--- config.mk ---
export PLATFORM = sky130hd
export DESIGN_NAME = text_terminal_cell_engine
export DESIGN_NICKNAME = d
export VERILOG_FILES = /design/src/rtl/core/ttce_pkg.sv /design/src/rtl/core/ttce_ram.sv /design/src/rtl/core/ttce_parser.sv /design/src/rtl/core/ttce_ctrl.sv /design/src/rtl/core/text_terminal_cell_engine.sv
export SDC_FILE = /design/constraint.sdc
export NUM_CORES = 2
export LEC_CHECK = 0
export BUFFER_PORTS_ARGS = -buffer_cell sky130_fd_sc_hd__buf_2
export CORE_MARGIN = 2
export CORE_UTILIZATION = 38
export DETAILED_ROUTE_END_ITERATION = 8
export PLACE_DENSITY = 0.53
export SLEW_MARGIN = 20
export SYNTH_ARGS = -nofsm -noshare
export SYNTH_HDL_FRONTEND = slang
export SYNTH_HIERARCHICAL = 1
export SYNTH_MEMORY_MAX_BITS = 65536
export SYNTH_SLANG_ARGS = --single-unit
--- constraint.sdc ---
create_clock -name aclk -period 15.27 [get_ports aclk]
set_input_delay 3.8175 -clock aclk [delete_from_list [all_inputs] [get_ports aclk]]
set_output_delay 3.8175 -clock aclk [all_outputs]
set_load 0.1 [all_outputs]
--- src/rtl/core/ttce_pkg.sv ---
// Shared constants, types and helpers of the text terminal cell engine.
// No dependencies; used by the parser, the sequencer and the top level.
`default_nettype none

package ttce_pkg;

    // Screen geometry (ROWS 2..16, COLS 2..32)
    localparam int ROWS   = 16;
    localparam int COLS   = 32;
    localparam int ROW_W  = $clog2(ROWS);
    localparam int COL_W  = $clog2(COLS);
    localparam int ADDR_W = ROW_W + COL_W;
    localparam int CELL_W = 9;   // {bright, symbol}

    localparam int TAB_CELLS = 8;
    localparam int TAB_W     = $clog2(TAB_CELLS + 1);

    typedef logic [ROW_W-1:0]  row_idx_t;
    typedef logic [COL_W-1:0]  col_idx_t;
    typedef logic [ADDR_W-1:0] addr_t;
    typedef logic [CELL_W-1:0] cell_t;
    typedef logic [TAB_W-1:0]  tab_cnt_t;
    typedef logic [3:0]        row_field_t;
    typedef logic [4:0]        col_field_t;

    localparam row_idx_t LAST_ROW = row_idx_t'(ROWS - 1);
    localparam col_idx_t LAST_COL = col_idx_t'(COLS - 1);
    localparam logic [ROW_W:0] ROWS_WIDE = (ROW_W + 1)'(ROWS);
    localparam logic [COL_W:0] COLS_WIDE = (COL_W + 1)'(COLS);
    localparam tab_cnt_t TAB_COUNT = tab_cnt_t'(TAB_CELLS);

    // Byte codes
    localparam logic [7:0] CH_BS       = 8'h08;
    localparam logic [7:0] CH_HT       = 8'h09;
    localparam logic [7:0] CH_LF       = 8'h0A;
    localparam logic [7:0] CH_CR       = 8'h0D;
    localparam logic [7:0] CH_CAN      = 8'h18;
    localparam logic [7:0] CH_ESC      = 8'h1B;
    localparam logic [7:0] CH_SPACE    = 8'h20;
    localparam logic [7:0] CH_ONE      = 8'h31;
    localparam logic [7:0] CH_LBRACKET = 8'h5B;
    localparam logic [7:0] CH_M        = 8'h6D;

    // What the parser asks the sequencer to do with a byte
    localparam int KIND_W = 3;
    localparam logic [KIND_W-1:0] KIND_NOP = 3'd0;
    localparam logic [KIND_W-1:0] KIND_BS  = 3'd1;
    localparam logic [KIND_W-1:0] KIND_CR  = 3'd2;
    localparam logic [KIND_W-1:0] KIND_LF  = 3'd3;
    localparam logic [KIND_W-1:0] KIND_TAB = 3'd4;
    localparam logic [KIND_W-1:0] KIND_PUT = 3'd5;

    typedef struct packed {
        logic [KIND_W-1:0] kind;
        logic              bright;
    } byte_class_t;

    typedef struct packed {
        logic       cell_written;
        row_field_t cell_row;
        col_field_t cell_col;
        logic [7:0] symbol;
        logic       bright;
        row_field_t cursor_row;
        col_field_t cursor_col;
        logic       scrolled;
        logic       last;
    } result_t;

    // Logical row to physical row of the rotating store
    function automatic row_idx_t phys_row(input row_idx_t lrow, input row_idx_t base);
        logic [ROW_W:0] sum;
        begin
            sum = {1'b0, lrow} + {1'b0, base};
            if (sum >= ROWS_WIDE) begin
                sum = sum - ROWS_WIDE;
            end
            return sum[ROW_W-1:0];
        end
    endfunction

endpackage

`default_nettype wire

--- src/rtl/core/ttce_ram.sv ---
// Generic single-write, single-read synchronous RAM, registered read data.
// No dependencies.
`default_nettype none

module ttce_ram #(
    parameter int DATA_W = 9,
    parameter int ADDR_W = 9
) (
    input  wire logic              aclk,
    input  wire logic              we,
    input  wire logic [ADDR_W-1:0] waddr,
    input  wire logic [DATA_W-1:0] wdata,
    input  wire logic [ADDR_W-1:0] raddr,
    output logic      [DATA_W-1:0] rdata
);

    logic [DATA_W-1:0] mem [0:(1 << ADDR_W) - 1];

    always_ff @(posedge aclk) begin
        if (we) begin
            mem[waddr] <= wdata;
        end
    end

    always_ff @(posedge aclk) begin
        rdata <= mem[raddr];
    end

endmodule

`default_nettype wire

--- src/rtl/core/ttce_parser.sv ---
// Escape sequence parser: ESC '[' <param> 'm', holds the current attribute.
// Depends on ttce_pkg.
`default_nettype none

module ttce_parser (
    input  wire logic                 aclk,
    input  wire logic                 aresetn,
    input  wire logic [7:0]           byte_in,
    input  wire logic                 step,     // byte transfer taken
    output ttce_pkg::byte_class_t     cls
);

    localparam logic [1:0] PS_TEXT = 2'd0;
    localparam logic [1:0] PS_ESC  = 2'd1;
    localparam logic [1:0] PS_BRKT = 2'd2;
    localparam logic [1:0] PS_ATTR = 2'd3;

    logic [1:0] state_reg, state_next;
    logic [7:0] param_reg, param_next;
    logic       bright_reg, bright_next;
    logic [ttce_pkg::KIND_W-1:0] kind;

    always_comb begin
        state_next  = state_reg;
        param_next  = param_reg;
        bright_next = bright_reg;
        kind        = ttce_pkg::KIND_NOP;
        case (state_reg)
            PS_ESC: begin
                state_next = (byte_in == ttce_pkg::CH_LBRACKET) ? PS_BRKT : PS_TEXT;
            end
            PS_BRKT: begin
                if (byte_in == ttce_pkg::CH_CAN) begin
                    state_next = PS_TEXT;
                end else begin
                    state_next = PS_ATTR;
                    param_next = byte_in;
                end
            end
            PS_ATTR: begin
                if (byte_in == ttce_pkg::CH_M) begin
                    bright_next = (param_reg == ttce_pkg::CH_ONE);
                end
                state_next = PS_TEXT;
            end
            default: begin
                case (byte_in)
                    ttce_pkg::CH_ESC: state_next = PS_ESC;
                    ttce_pkg::CH_BS:  kind = ttce_pkg::KIND_BS;
                    ttce_pkg::CH_CR:  kind = ttce_pkg::KIND_CR;
                    ttce_pkg::CH_LF:  kind = ttce_pkg::KIND_LF;
                    ttce_pkg::CH_HT:  kind = ttce_pkg::KIND_TAB;
                    default:          kind = ttce_pkg::KIND_PUT;
                endcase
            end
        endcase
    end

    always_ff @(posedge aclk) begin
        if (!aresetn) begin
            state_reg  <= PS_TEXT;
            param_reg  <= 8'h00;
            bright_reg <= 1'b0;
        end else if (step) begin
            state_reg  <= state_next;
            param_reg  <= param_next;
            bright_reg <= bright_next;
        end
    end

    assign cls.kind   = kind;
    assign cls.bright = bright_reg;

endmodule

`default_nettype wire

--- src/rtl/core/ttce_ctrl.sv ---
// Sequencer: cursor, rotating row base, clear sweeps, cell writes and reads.
// Depends on ttce_pkg; drives the cell RAM, takes byte classes from the parser.
`default_nettype none

module ttce_ctrl (
    input  wire logic                   aclk,
    input  wire logic                   aresetn,
    input  wire logic                   s_tvalid,
    output logic                        s_tready,
    input  wire logic                   s_func,
    input  wire logic [7:0]             s_byte,
    input  wire ttce_pkg::row_field_t   s_row,
    input  wire ttce_pkg::col_field_t   s_col,
    output logic                        step,
    input  wire ttce_pkg::byte_class_t  cls,
    output logic                        ram_we,
    output ttce_pkg::addr_t             ram_waddr,
    output ttce_pkg::cell_t             ram_wdata,
    output ttce_pkg::addr_t             ram_raddr,
    input  wire ttce_pkg::cell_t        ram_rdata,
    output logic                        res_valid,
    output ttce_pkg::result_t           res,
    input  wire logic                   res_ready
);

    localparam logic [2:0] S_CLEAR = 3'd0;
    localparam logic [2:0] S_IDLE  = 3'd1;
    localparam logic [2:0] S_READ  = 3'd2;
    localparam logic [2:0] S_EXEC  = 3'd3;
    localparam logic [2:0] S_EMIT  = 3'd4;
    localparam logic [2:0] S_SCRUB = 3'd5;

    logic [2:0]                  state_reg, state_next;
    ttce_pkg::row_idx_t          row_reg, row_next;
    ttce_pkg::col_idx_t          col_reg, col_next;
    ttce_pkg::row_idx_t          base_reg, base_next;
    ttce_pkg::row_idx_t          scrub_row_reg, scrub_row_next;
    ttce_pkg::addr_t             sweep_reg, sweep_next;
    logic                        scroll_reg, scroll_next;
    ttce_pkg::tab_cnt_t          left_reg, left_next;
    logic [ttce_pkg::KIND_W-1:0] kind_reg, kind_next;
    logic [7:0]                  sym_reg, sym_next;
    logic                        bright_reg, bright_next;
    ttce_pkg::row_field_t        rd_row_reg, rd_row_next;
    ttce_pkg::col_field_t        rd_col_reg, rd_col_next;
    logic                        rd_ok_reg, rd_ok_next;
    ttce_pkg::result_t           res_reg, res_next;

    logic accept;
    logic is_write;
    logic rd_ok;
    logic [ttce_pkg::ROW_W:0] nrow;
    logic [ttce_pkg::COL_W:0] ncol;

    assign s_tready = (state_reg == S_IDLE);
    assign accept   = s_tvalid && s_tready;
    assign step     = accept && !s_func;
    assign is_write = (kind_reg == ttce_pkg::KIND_PUT) || (kind_reg == ttce_pkg::KIND_TAB);
    assign rd_ok    = (int'(s_row) < ttce_pkg::ROWS) && (int'(s_col) < ttce_pkg::COLS);

    // Read port serves only read requests, issued in the transfer cycle
    assign ram_raddr = {ttce_pkg::phys_row(ttce_pkg::row_idx_t'(s_row), base_reg),
                        ttce_pkg::col_idx_t'(s_col)};

    assign res_valid = (state_reg == S_EMIT);
    assign res       = res_reg;

    always_comb begin
        state_next     = state_reg;
        row_next       = row_reg;
        col_next       = col_reg;
        base_next      = base_reg;
        scrub_row_next = scrub_row_reg;
        sweep_next     = sweep_reg;
        scroll_next    = scroll_reg;
        left_next      = left_reg;
        kind_next      = kind_reg;
        sym_next       = sym_reg;
        bright_next    = bright_reg;
        rd_row_next    = rd_row_reg;
        rd_col_next    = rd_col_reg;
        rd_ok_next     = rd_ok_reg;
        res_next       = res_reg;
        ram_we         = 1'b0;
        ram_waddr      = sweep_reg;
        ram_wdata      = '0;
        nrow           = {1'b0, row_reg};
        ncol           = {1'b0, col_reg};

        case (state_reg)
            S_CLEAR: begin
                ram_we     = 1'b1;
                sweep_next = sweep_reg + 1'b1;
                if (sweep_reg == '1) begin
                    state_next = S_IDLE;
                end
            end

            S_IDLE: begin
                if (accept) begin
                    if (s_func) begin
                        rd_row_next = s_row;
                        rd_col_next = s_col;
                        rd_ok_next  = rd_ok;
                        state_next  = S_READ;
                    end else begin
                        kind_next   = cls.kind;
                        bright_next = cls.bright;
                        sym_next    = (cls.kind == ttce_pkg::KIND_TAB) ? ttce_pkg::CH_SPACE
                                                                        : s_byte;
                        if (cls.kind == ttce_pkg::KIND_TAB) begin
                            left_next = ttce_pkg::TAB_COUNT;
                        end else if (cls.kind == ttce_pkg::KIND_PUT) begin
                            left_next = ttce_pkg::tab_cnt_t'(1);
                        end else begin
                            left_next = '0;
                        end
                        state_next = S_EXEC;
                    end
                end
            end

            S_READ: begin
                res_next              = '0;
                res_next.cell_row     = rd_row_reg;
                res_next.cell_col     = rd_col_reg;
                res_next.symbol       = rd_ok_reg ? ram_rdata[7:0] : 8'h00;
                res_next.bright       = rd_ok_reg && ram_rdata[8];
                res_next.cursor_row   = ttce_pkg::row_field_t'(row_reg);
                res_next.cursor_col   = ttce_pkg::col_field_t'(col_reg);
                res_next.last         = 1'b1;
                state_next            = S_EMIT;
            end

            S_EXEC: begin
                res_next = '0;
                case (kind_reg)
                    ttce_pkg::KIND_BS: begin
                        if (col_reg != '0) begin
                            ncol = {1'b0, col_reg} - 1'b1;
                        end else if (row_reg != '0) begin
                            nrow = {1'b0, row_reg} - 1'b1;
                            ncol = {1'b0, ttce_pkg::LAST_COL};
                        end
                    end
                    ttce_pkg::KIND_CR: begin
                        ncol = '0;
                    end
                    ttce_pkg::KIND_LF: begin
                        nrow = {1'b0, row_reg} + 1'b1;
                    end
                    ttce_pkg::KIND_TAB, ttce_pkg::KIND_PUT: begin
                        ram_we    = 1'b1;
                        ram_waddr = {ttce_pkg::phys_row(row_reg, base_reg), col_reg};
                        ram_wdata = {bright_reg, sym_reg};
                        res_next.cell_written = 1'b1;
                        res_next.cell_row     = ttce_pkg::row_field_t'(row_reg);
                        res_next.cell_col     = ttce_pkg::col_field_t'(col_reg);
                        res_next.symbol       = sym_reg;
                        res_next.bright       = bright_reg;
                        ncol = {1'b0, col_reg} + 1'b1;
                    end
                    default: begin
                    end
                endcase

                // Wrap at the row end, scroll past the last row
                if (ncol == ttce_pkg::COLS_WIDE) begin
                    ncol = '0;
                    nrow = nrow + 1'b1;
                end
                if (nrow == ttce_pkg::ROWS_WIDE) begin
                    nrow              = {1'b0, ttce_pkg::LAST_ROW};
                    res_next.scrolled = 1'b1;
                    scroll_next       = 1'b1;
                    scrub_row_next    = base_reg;
                    base_next         = (base_reg == ttce_pkg::LAST_ROW) ? '0
                                                                         : base_reg + 1'b1;
                end

                if (is_write) begin
                    left_next = left_reg - 1'b1;
                end
                row_next            = nrow[ttce_pkg::ROW_W-1:0];
                col_next            = ncol[ttce_pkg::COL_W-1:0];
                res_next.cursor_row = ttce_pkg::row_field_t'(nrow[ttce_pkg::ROW_W-1:0]);
                res_next.cursor_col = ttce_pkg::col_field_t'(ncol[ttce_pkg::COL_W-1:0]);
                res_next.last       = is_write ? (left_reg == ttce_pkg::tab_cnt_t'(1)) : 1'b1;
                state_next          = S_EMIT;
            end

            S_EMIT: begin
                if (res_ready) begin
                    if (scroll_reg) begin
                        sweep_next = '0;
                        state_next = S_SCRUB;
                    end else if (left_reg != '0) begin
                        state_next = S_EXEC;
                    end else begin
                        state_next = S_IDLE;
                    end
                end
            end

            S_SCRUB: begin
                // Recycled row becomes the new bottom row: zero it
                ram_we     = 1'b1;
                ram_waddr  = {scrub_row_reg, sweep_reg[ttce_pkg::COL_W-1:0]};
                sweep_next = sweep_reg + 1'b1;
                if (sweep_reg[ttce_pkg::COL_W-1:0] == ttce_pkg::LAST_COL) begin
                    scroll_next = 1'b0;
                    state_next  = (left_reg != '0) ? S_EXEC : S_IDLE;
                end
            end

            default: begin
                state_next = S_IDLE;
            end
        endcase
    end

    always_ff @(posedge aclk) begin
        if (!aresetn) begin
            state_reg  <= S_CLEAR;
            row_reg    <= '0;
            col_reg    <= '0;
            base_reg   <= '0;
            sweep_reg  <= '0;
            scroll_reg <= 1'b0;
            left_reg   <= '0;
        end else begin
            state_reg  <= state_next;
            row_reg    <= row_next;
            col_reg    <= col_next;
            base_reg   <= base_next;
            sweep_reg  <= sweep_next;
            scroll_reg <= scroll_next;
            left_reg   <= left_next;
        end
    end

    always_ff @(posedge aclk) begin
        scrub_row_reg <= scrub_row_next;
        kind_reg      <= kind_next;
        sym_reg       <= sym_next;
        bright_reg    <= bright_next;
        rd_row_reg    <= rd_row_next;
        rd_col_reg    <= rd_col_next;
        rd_ok_reg     <= rd_ok_next;
        res_reg       <= res_next;
    end

endmodule

`default_nettype wire

--- src/rtl/core/text_terminal_cell_engine.sv ---
// Text terminal cell engine, top level.
// Plain byte or cell read: result via S_EXEC or S_READ, S_EMIT and the output register to m_*.
// Next input once back in S_IDLE. Tab: 8 results; a scroll adds an S_SCRUB sweep that zeroes a row.
// Rate is set by the single sequencer sharing the one-write, one-read cell RAM.
// After aresetn low, a clearing pass writes all 2^ROW_W x 2^COL_W RAM words
// with s_tready low; cursor, parser, attribute and row base reset to zero.
`default_nettype none

module text_terminal_cell_engine (
    input  wire logic        aclk,
    input  wire logic        aresetn,
    // input channel
    input  wire logic        s_tvalid,
    output logic             s_tready,
    input  wire logic [23:0] s_tdata,   // byte_in[7:0], read_row[11:8], read_col[16:12]
    input  wire logic        s_tuser,   // func (0 terminal byte, 1 cell read)
    // result channel
    output logic             m_tvalid,
    input  wire logic        m_tready,
    output logic [31:0]      m_tdata,   // cell_row[3:0], cell_col[8:4], symbol[16:9],
                                        // bright[17], cursor_row[21:18],
                                        // cursor_col[26:22], scrolled[27]
    output logic             m_tuser,   // cell_written
    output logic             m_tlast    // last result of one input transfer
);

    ttce_pkg::byte_class_t cls;
    ttce_pkg::result_t     res;
    ttce_pkg::addr_t       ram_waddr, ram_raddr;
    ttce_pkg::cell_t       ram_wdata, ram_rdata;
    logic                  ram_we;
    logic                  step;
    logic                  res_valid;
    logic                  out_free;

    // Output register state
    logic              m_valid_reg, m_valid_next;
    ttce_pkg::result_t m_res_reg;

    // Escape parser and attribute
    ttce_parser u_parser (
        .aclk    (aclk),
        .aresetn (aresetn),
        .byte_in (s_tdata[7:0]),
        .step    (step),
        .cls     (cls)
    );

    // Sequencer: cursor, scroll by row rotation, clear sweeps
    ttce_ctrl u_ctrl (
        .aclk      (aclk),
        .aresetn   (aresetn),
        .s_tvalid  (s_tvalid),
        .s_tready  (s_tready),
        .s_func    (s_tuser),
        .s_byte    (s_tdata[7:0]),
        .s_row     (s_tdata[11:8]),
        .s_col     (s_tdata[16:12]),
        .step      (step),
        .cls       (cls),
        .ram_we    (ram_we),
        .ram_waddr (ram_waddr),
        .ram_wdata (ram_wdata),
        .ram_raddr (ram_raddr),
        .ram_rdata (ram_rdata),
        .res_valid (res_valid),
        .res       (res),
        .res_ready (out_free)
    );

    // Cell store: {bright, symbol}, addressed {physical row, column}
    ttce_ram #(
        .DATA_W (ttce_pkg::CELL_W),
        .ADDR_W (ttce_pkg::ADDR_W)
    ) u_ram (
        .aclk  (aclk),
        .we    (ram_we),
        .waddr (ram_waddr),
        .wdata (ram_wdata),
        .raddr (ram_raddr),
        .rdata (ram_rdata)
    );

    // Output register: the sequencer hands over a result when this slot is
    // empty or drains in the same cycle, so it can work on the next result while one waits here.
    assign out_free = !m_valid_reg || m_tready;

    always_comb begin
        m_valid_next = m_valid_reg;
        if (res_valid && out_free) begin
            m_valid_next = 1'b1;
        end else if (m_tready) begin
            m_valid_next = 1'b0;
        end
    end

    always_ff @(posedge aclk) begin
        if (!aresetn) begin
            m_valid_reg <= 1'b0;
        end else begin
            m_valid_reg <= m_valid_next;
        end
    end

    always_ff @(posedge aclk) begin
        if (res_valid && out_free) begin
            m_res_reg <= res;
        end
    end

    assign m_tvalid = m_valid_reg;
    assign m_tuser  = m_res_reg.cell_written;
    assign m_tlast  = m_res_reg.last;
    assign m_tdata  = {4'b0000,
                       m_res_reg.scrolled,
                       m_res_reg.cursor_col,
                       m_res_reg.cursor_row,
                       m_res_reg.bright,
                       m_res_reg.symbol,
                       m_res_reg.cell_col,
                       m_res_reg.cell_row};

endmodule

`default_nettype wire

# Yosys cells after proc, flatten, opt, wreduce, memory -nomap -nowiden
# Memory sizes are Yosys's and may differ from the RTL's. A register that Yosys moved wholly into a read port is not among the register bits.
# Index checks and enable logic that the tools add are counted.
[word_totals] ff_bits=127 ramBits=4608 inputBits=29 output_inout_bits=36 word_cells=176 n_memories=1
[memory_table] memory="u_ram.mem" words=512 width=9 rd=1 rd_clocked_by_memory_dff=1 wr=1 line="ttce_ram.sv:17" text="logic [DATA_W-1:0] mem [0:(1 << ADDR_W) - 1];"
[op_classes] n_addsub=12 magnitude_cmp=2 eq_ne=38 mux=55 bitwise_logic=2 n_reduce_logical=31
[ops] op="$pmux W30 S2" n=1
[ops] op="$mux W9" n=5
[ops] op="$pmux W9 S2" n=2
[ops] op="$mux W5" n=7
[ops] op="$eq A8 B4 Y1 const B" n=4
[ops] op="$mux W4" n=8
[ops] op="$pmux W3 S5" n=2
[ops] op="$mux W19" n=1
[ops] op="$eq A3 B3 Y1 const B" n=6
[ops] op="$mux W3" n=6
[ops] op="$pmux W6 S3" n=1
[ops] op="$reduce_and A3 Y1" n=6
[ops] op="$eq A8 B5 Y1 const B" n=2
[ops] op="$eq A8 B7 Y1 const B" n=2
[ops] op="$eq A3 B2 Y1 const B" n=4
[ops] op="$mux W6" n=2
[ops] op="$ne A2 B1 Y1 const B" n=6
[ops] op="$reduce_bool A4 Y1" n=3
[ops] op="$sub A4 B1 Y4 const B" n=3
[ops] op="$mux W1" n=11
[ops] op="$add A4 B4 Y5" n=2
[ops] op="$eq A5 B5 Y1 const B" n=2
[ops] op="$ge A5 B5 Y1 const B" n=2
[ops] op="$pmux W5 S2" n=1
[ops] op="31 further kinds" n=51

# Longest topological paths before layout
[logic_depth] word_depth=11 mapped_depth=14 ltp_nobuf=12

# Hierarchy
# Netlist, hierarchy kept.
[by_module_without_submodules] mod="ttce_ram" n_inst=1 cells_per_inst=8888 area_per_inst_um2=179614.8 seq_area_each_um2=138552.9
[by_module_without_submodules] mod="ttce_ctrl" n_inst=1 cells_per_inst=462 area_per_inst_um2=4694.5 seq_area_each_um2=2252.2
[by_module_without_submodules] mod="text_terminal_cell_engine" n_inst=1 cells_per_inst=40 area_per_inst_um2=992.2 seq_area_each_um2=920.9
[by_module_without_submodules] mod="ttce_parser" n_inst=1 cells_per_inst=73 area_per_inst_um2=684.4 seq_area_each_um2=220.2

# Worst setup path before layout
# No wires, ideal clock.
[synth_path] kind="register to register" start="register u_ctrl.state_reg[2]" end="memory u_ram.mem[0][4] (data pin)" setup_ps=1543 t_arrival_ps=9361 required_ps=13727 slack_ps=4366 stages_incl_launch_ff=7 n_path_buf=3 period_less_slack_ps=10904 cell_sequence="dfxtp_1 clkbuf_1 nor2b_1 and3_1 clkbuf_1 clkbuf_1 and2_1"
[synth_between] elab_chain_len=2
[synth_rtl] item="start: declaration" line="ttce_ctrl.sv:33" text="logic [2:0] state_reg, state_next;"
[synth_rtl] item="start signal: assignment" line="ttce_ctrl.sv:232" text="state_reg <= state_next;"
[synth_rtl] item="$eq A3 B2 Y1" line="ttce_ctrl.sv:90" text="case (state_reg)"
[synth_rtl] item="$mux W9" line="ttce_ctrl.sv:90"
[synth_rtl] item="via ram_wdata[4]" line="text_terminal_cell_engine.sv:30" text="ttce_pkg::cell_t ram_wdata, ram_rdata;"
[synth_rtl] item="end: declaration" line="ttce_ram.sv:17"
# The timed path passes the listed nets, and every way through them passes these cells.

==> key figures <==
Status
  • Outcome: completed

Run
  • Total of max-cap violations: 0

Cells and area
  • Number of flip-flops in the largest register: roughly 4,600
  • Most frequent cells in the layout: edfxtp_1 (4,693), mux2i_1 (893), mux4_2 (748)
  • Final nets: roughly 9,600
  • Post-route cell area: 0.208 sq mm
  • Fillers: around 42,000
  • P&R area growth vs syn: 11.6%
  • Most common cell after layout, fill and taps aside: edfxtp_1
  • Reg area: about 0.14 sq mm
  • Multi-input logic area: between 0.04 and 0.05 sq mm
  • Share of post-route cells with drive strength above 1: 17.1%

Power
  • P per Cell Area: around 130 mW/mm^2
  • Total power draw: 26,100 uW
  • VDD IR-drop max: about 0.11 mV
  • Leak: ~0.055 uW

Timing
  • Final min period: between 8 and 9 ns
  • Slew Limit Fails: 0
  • RSZ-0062 raised after global routing: false
  • Period utilization: between 50% and 60%
  • Hold Fails Final Rpt: 0
  • Max Fclk: 115 MHz
  • Worst Max-Slew Pin Slew: about 1.2 ns
  • Fin Setup TNS: 0 ns
  • Worst slew margin relative to its limit: between 20 and 25%
  • Skew final: 0.0547 ns
  • Final setup viols: 0

Global routing
  • GRT Util Overall: between 10% and 20%
  • Largest net degree at the start of global routing: 197
  • First-pass GRT wire length: about 700,000 um
  • Met2 Usage GRT: roughly a third
  • Gr busiest metal: met2
  • GRT overflow: 0
  • Met3 Use GR: 2.90%
  • Vias in the first global route: between 90,000 and 100k
  • Initial antenna violation count: 30
  • M1 GR Usage: 27.4%

Synth
  • Yosys cell types: 85
  • Syn_area_per_cell: 19.7 sq um
  • Sequential share of the synthesized area: between 70% and 80%
  • Yosys reg bits: roughly 4,700
  • Commonest register cell after synthesis: edfxtp_1
  • Synthesis Warnings: 6
  • Post-synth EDFFs: about 4,700
  • Post-synthesis cell area: 0.186 sq mm
  • Asr flop ratio synth: 0%
  • Post-Synthesis Cells: ~9,500

Min path
  • Hold path cells: 0
  • Hold Path Class: register to register

Clock tree
  • Clock Tree Buf Depth: 4
  • Clock Latency Late Sink: about 1.0 ns
  • Post-CTS Setup Repair Bufs: 0
  • CTS tree: done
  • H-tree Lvls: 5
  • Reg clk slew, reported paths: 0.06 ns
  • Root Driver: clkbuf_16
  • CTS Hold Bufs: 0
  • CTS resizes: 0
  • Num CTS Buffers: 476
  • Sink Count: approximately 4,700

Die
  • DIE HEIGHT: 704 um
  • I/O pins: 65
  • Die X: 704 um
  • Core Region: around 0.49 sq mm
  • Cell Rows: about 260
  • Die area: 0.495 sq mm
  • Initial core utilization: approximately two fifths

Worst setup path
  • Crit path cell chain: buf_8, buf_4, or2_4, buf_12, buf_4, o221ai_1, o22ai_1, a22oi_1, nand4_1, nand4_1, and4bb_1
  • Slowest CP cell: or2_4
  • Critical path required time: ~16 ns
  • Crit path kind: input port to register
  • Worst path arrival time: 9.62 ns
  • Setup crit end kind: register
  • Crit-path max FO: 132
  • Critical path launch point type: input port
  • Worst reg2reg path depth: 7
  • Critical Path Max Stage Delay: between 0.6 and 0.7 ns

Detailed routing
  • Wire per inst: roughly 30 um
  • Starting DRT DRC Count: roughly 11,000
  • Final WL: a little under 500,000 um
  • Avg Vias per Cell: around 5.7
  • # DRC: 0
  • Via Count: between 90,000 and 100k
  • ANT nets after route: 0
  • DRT Pass-1 Iters: 8

Placed design
  • Placed Area: between 0.15 and 0.2 sq mm
  • Routability cong.: approximately 0.81
  • Post-DP HPWL: approximately 300,000 um
  • Port Buffer Count: 53
## logic make-up after synthesis
logic type	Yosys count	synth area share, %
AOI/OAI and AO/OA	1215	4.56
xor gates and xnor gates	15	0.0706
adders and majority gates	24	0.170
buffers and inverters	628	1.95
DFF	4744	76.3
muxes	1664	14.0
other	1	0.00202
and+or+nand+nor	1172	2.92
## Yosys cell counts, types with 9 or more instances
cell	number	area, sq um
a221o_1	9	90.1
clkbuf_1	266	998
buf_1	64	240
nand2_1	162	608
inv_1	23	86.3
o31ai_1	21	158
buf_2	89	445
or3_1	10	62.6
dfxtp_1	51	1020
a21oi_1	241	1210
nor3b_1	16	120
a21o_1	13	97.6
nor4_1	29	181
o22a_1	9	78.8
xnor2_1	9	78.8
nor3_1	54	270
o21ai_1	17	85.1
and2_1	38	238
mux2_2	22	248
nand4_1	69	432
nand3_1	41	205
a31oi_1	29	181
nor2b_1	38	238
nand2b_1	9	56.3
ha_1	22	275
buf_8	20	300
edfxtp_1	4693	141000
a211oi_1	16	120
a22oi_1	54	405
buf_4	95	713
buf_6	63	709
o221ai_1	426	3730
o22ai_1	195	1220
o21ai_0	149	746
mux4_2	748	16800
and3_1	16	100
mux2i_1	893	8940
nor2_1	630	2360
## power breakdown
| part | switching (uW) | leakage (uW) | internal [uW] | total (uW) |
|---|---|---|---|---|
| Clock | 4870 | 0.00725 | 6300 | 11200 |
| Combinational | 538 | 0.0138 | 230 | 768 |
| Sequential | 12.7 | 0.0344 | 14100 | 14100 |
## worst max-delay path, delay by kind of cell
family	cells	cell delay [ns]
simple gates	4	2.27
buf+inv	4	2.09
compound gates	3	0.91
## metrics by stage
step	std cells	util (%)	hold slack (ns)	worst slack, ns
after floorplan	9466	-	0.400	4.37
after global placement	15500	39.6	0.405	5.64
after detailed placement	15500	39.6	0.405	5.64
after CTS	16400	42.6	0.406	6.74
after global routing	16400	42.6	0.424	6.65
final	16400	42.6	0.407	6.56
## final timing paths
check | startpoint | endpoint | slack (ns)
worst max-delay path | s_tdata[14] | u_ram/rdata[2] | 6.56
worst max register to register | u_ctrl/state_reg[1] | u_ram/mem[32][2] | 9.01
worst min register to register | u_ctrl/res[22] | m_tdata[6] | 0.41
worst min-delay path | u_ctrl/res[22] | m_tdata[6] | 0.41
## layer usage
| metal | up-vias | share of wire (%) |
|---|---|---|
| li1 | 39500 | - |
| met1 | 50200 | 42 |
| met2 | 3529 | 48 |
| met3 | 677 | 6.9 |
| met4 | 0 | 2.8 |
| met5 | - | 0 |
## final cells by class
class	instances	share of cell area, %
flip-flops and latches	4744	68.4
multi-input cells	4094	19.6
clock buffers	602	6.06
well taps	6450	3.89
clock inverters	270	1.07
repair buffers	222	0.904
inverters	25	0.0494
diodes	8	0.00965
Note: power is estimated with default switching activity, not from simulation.
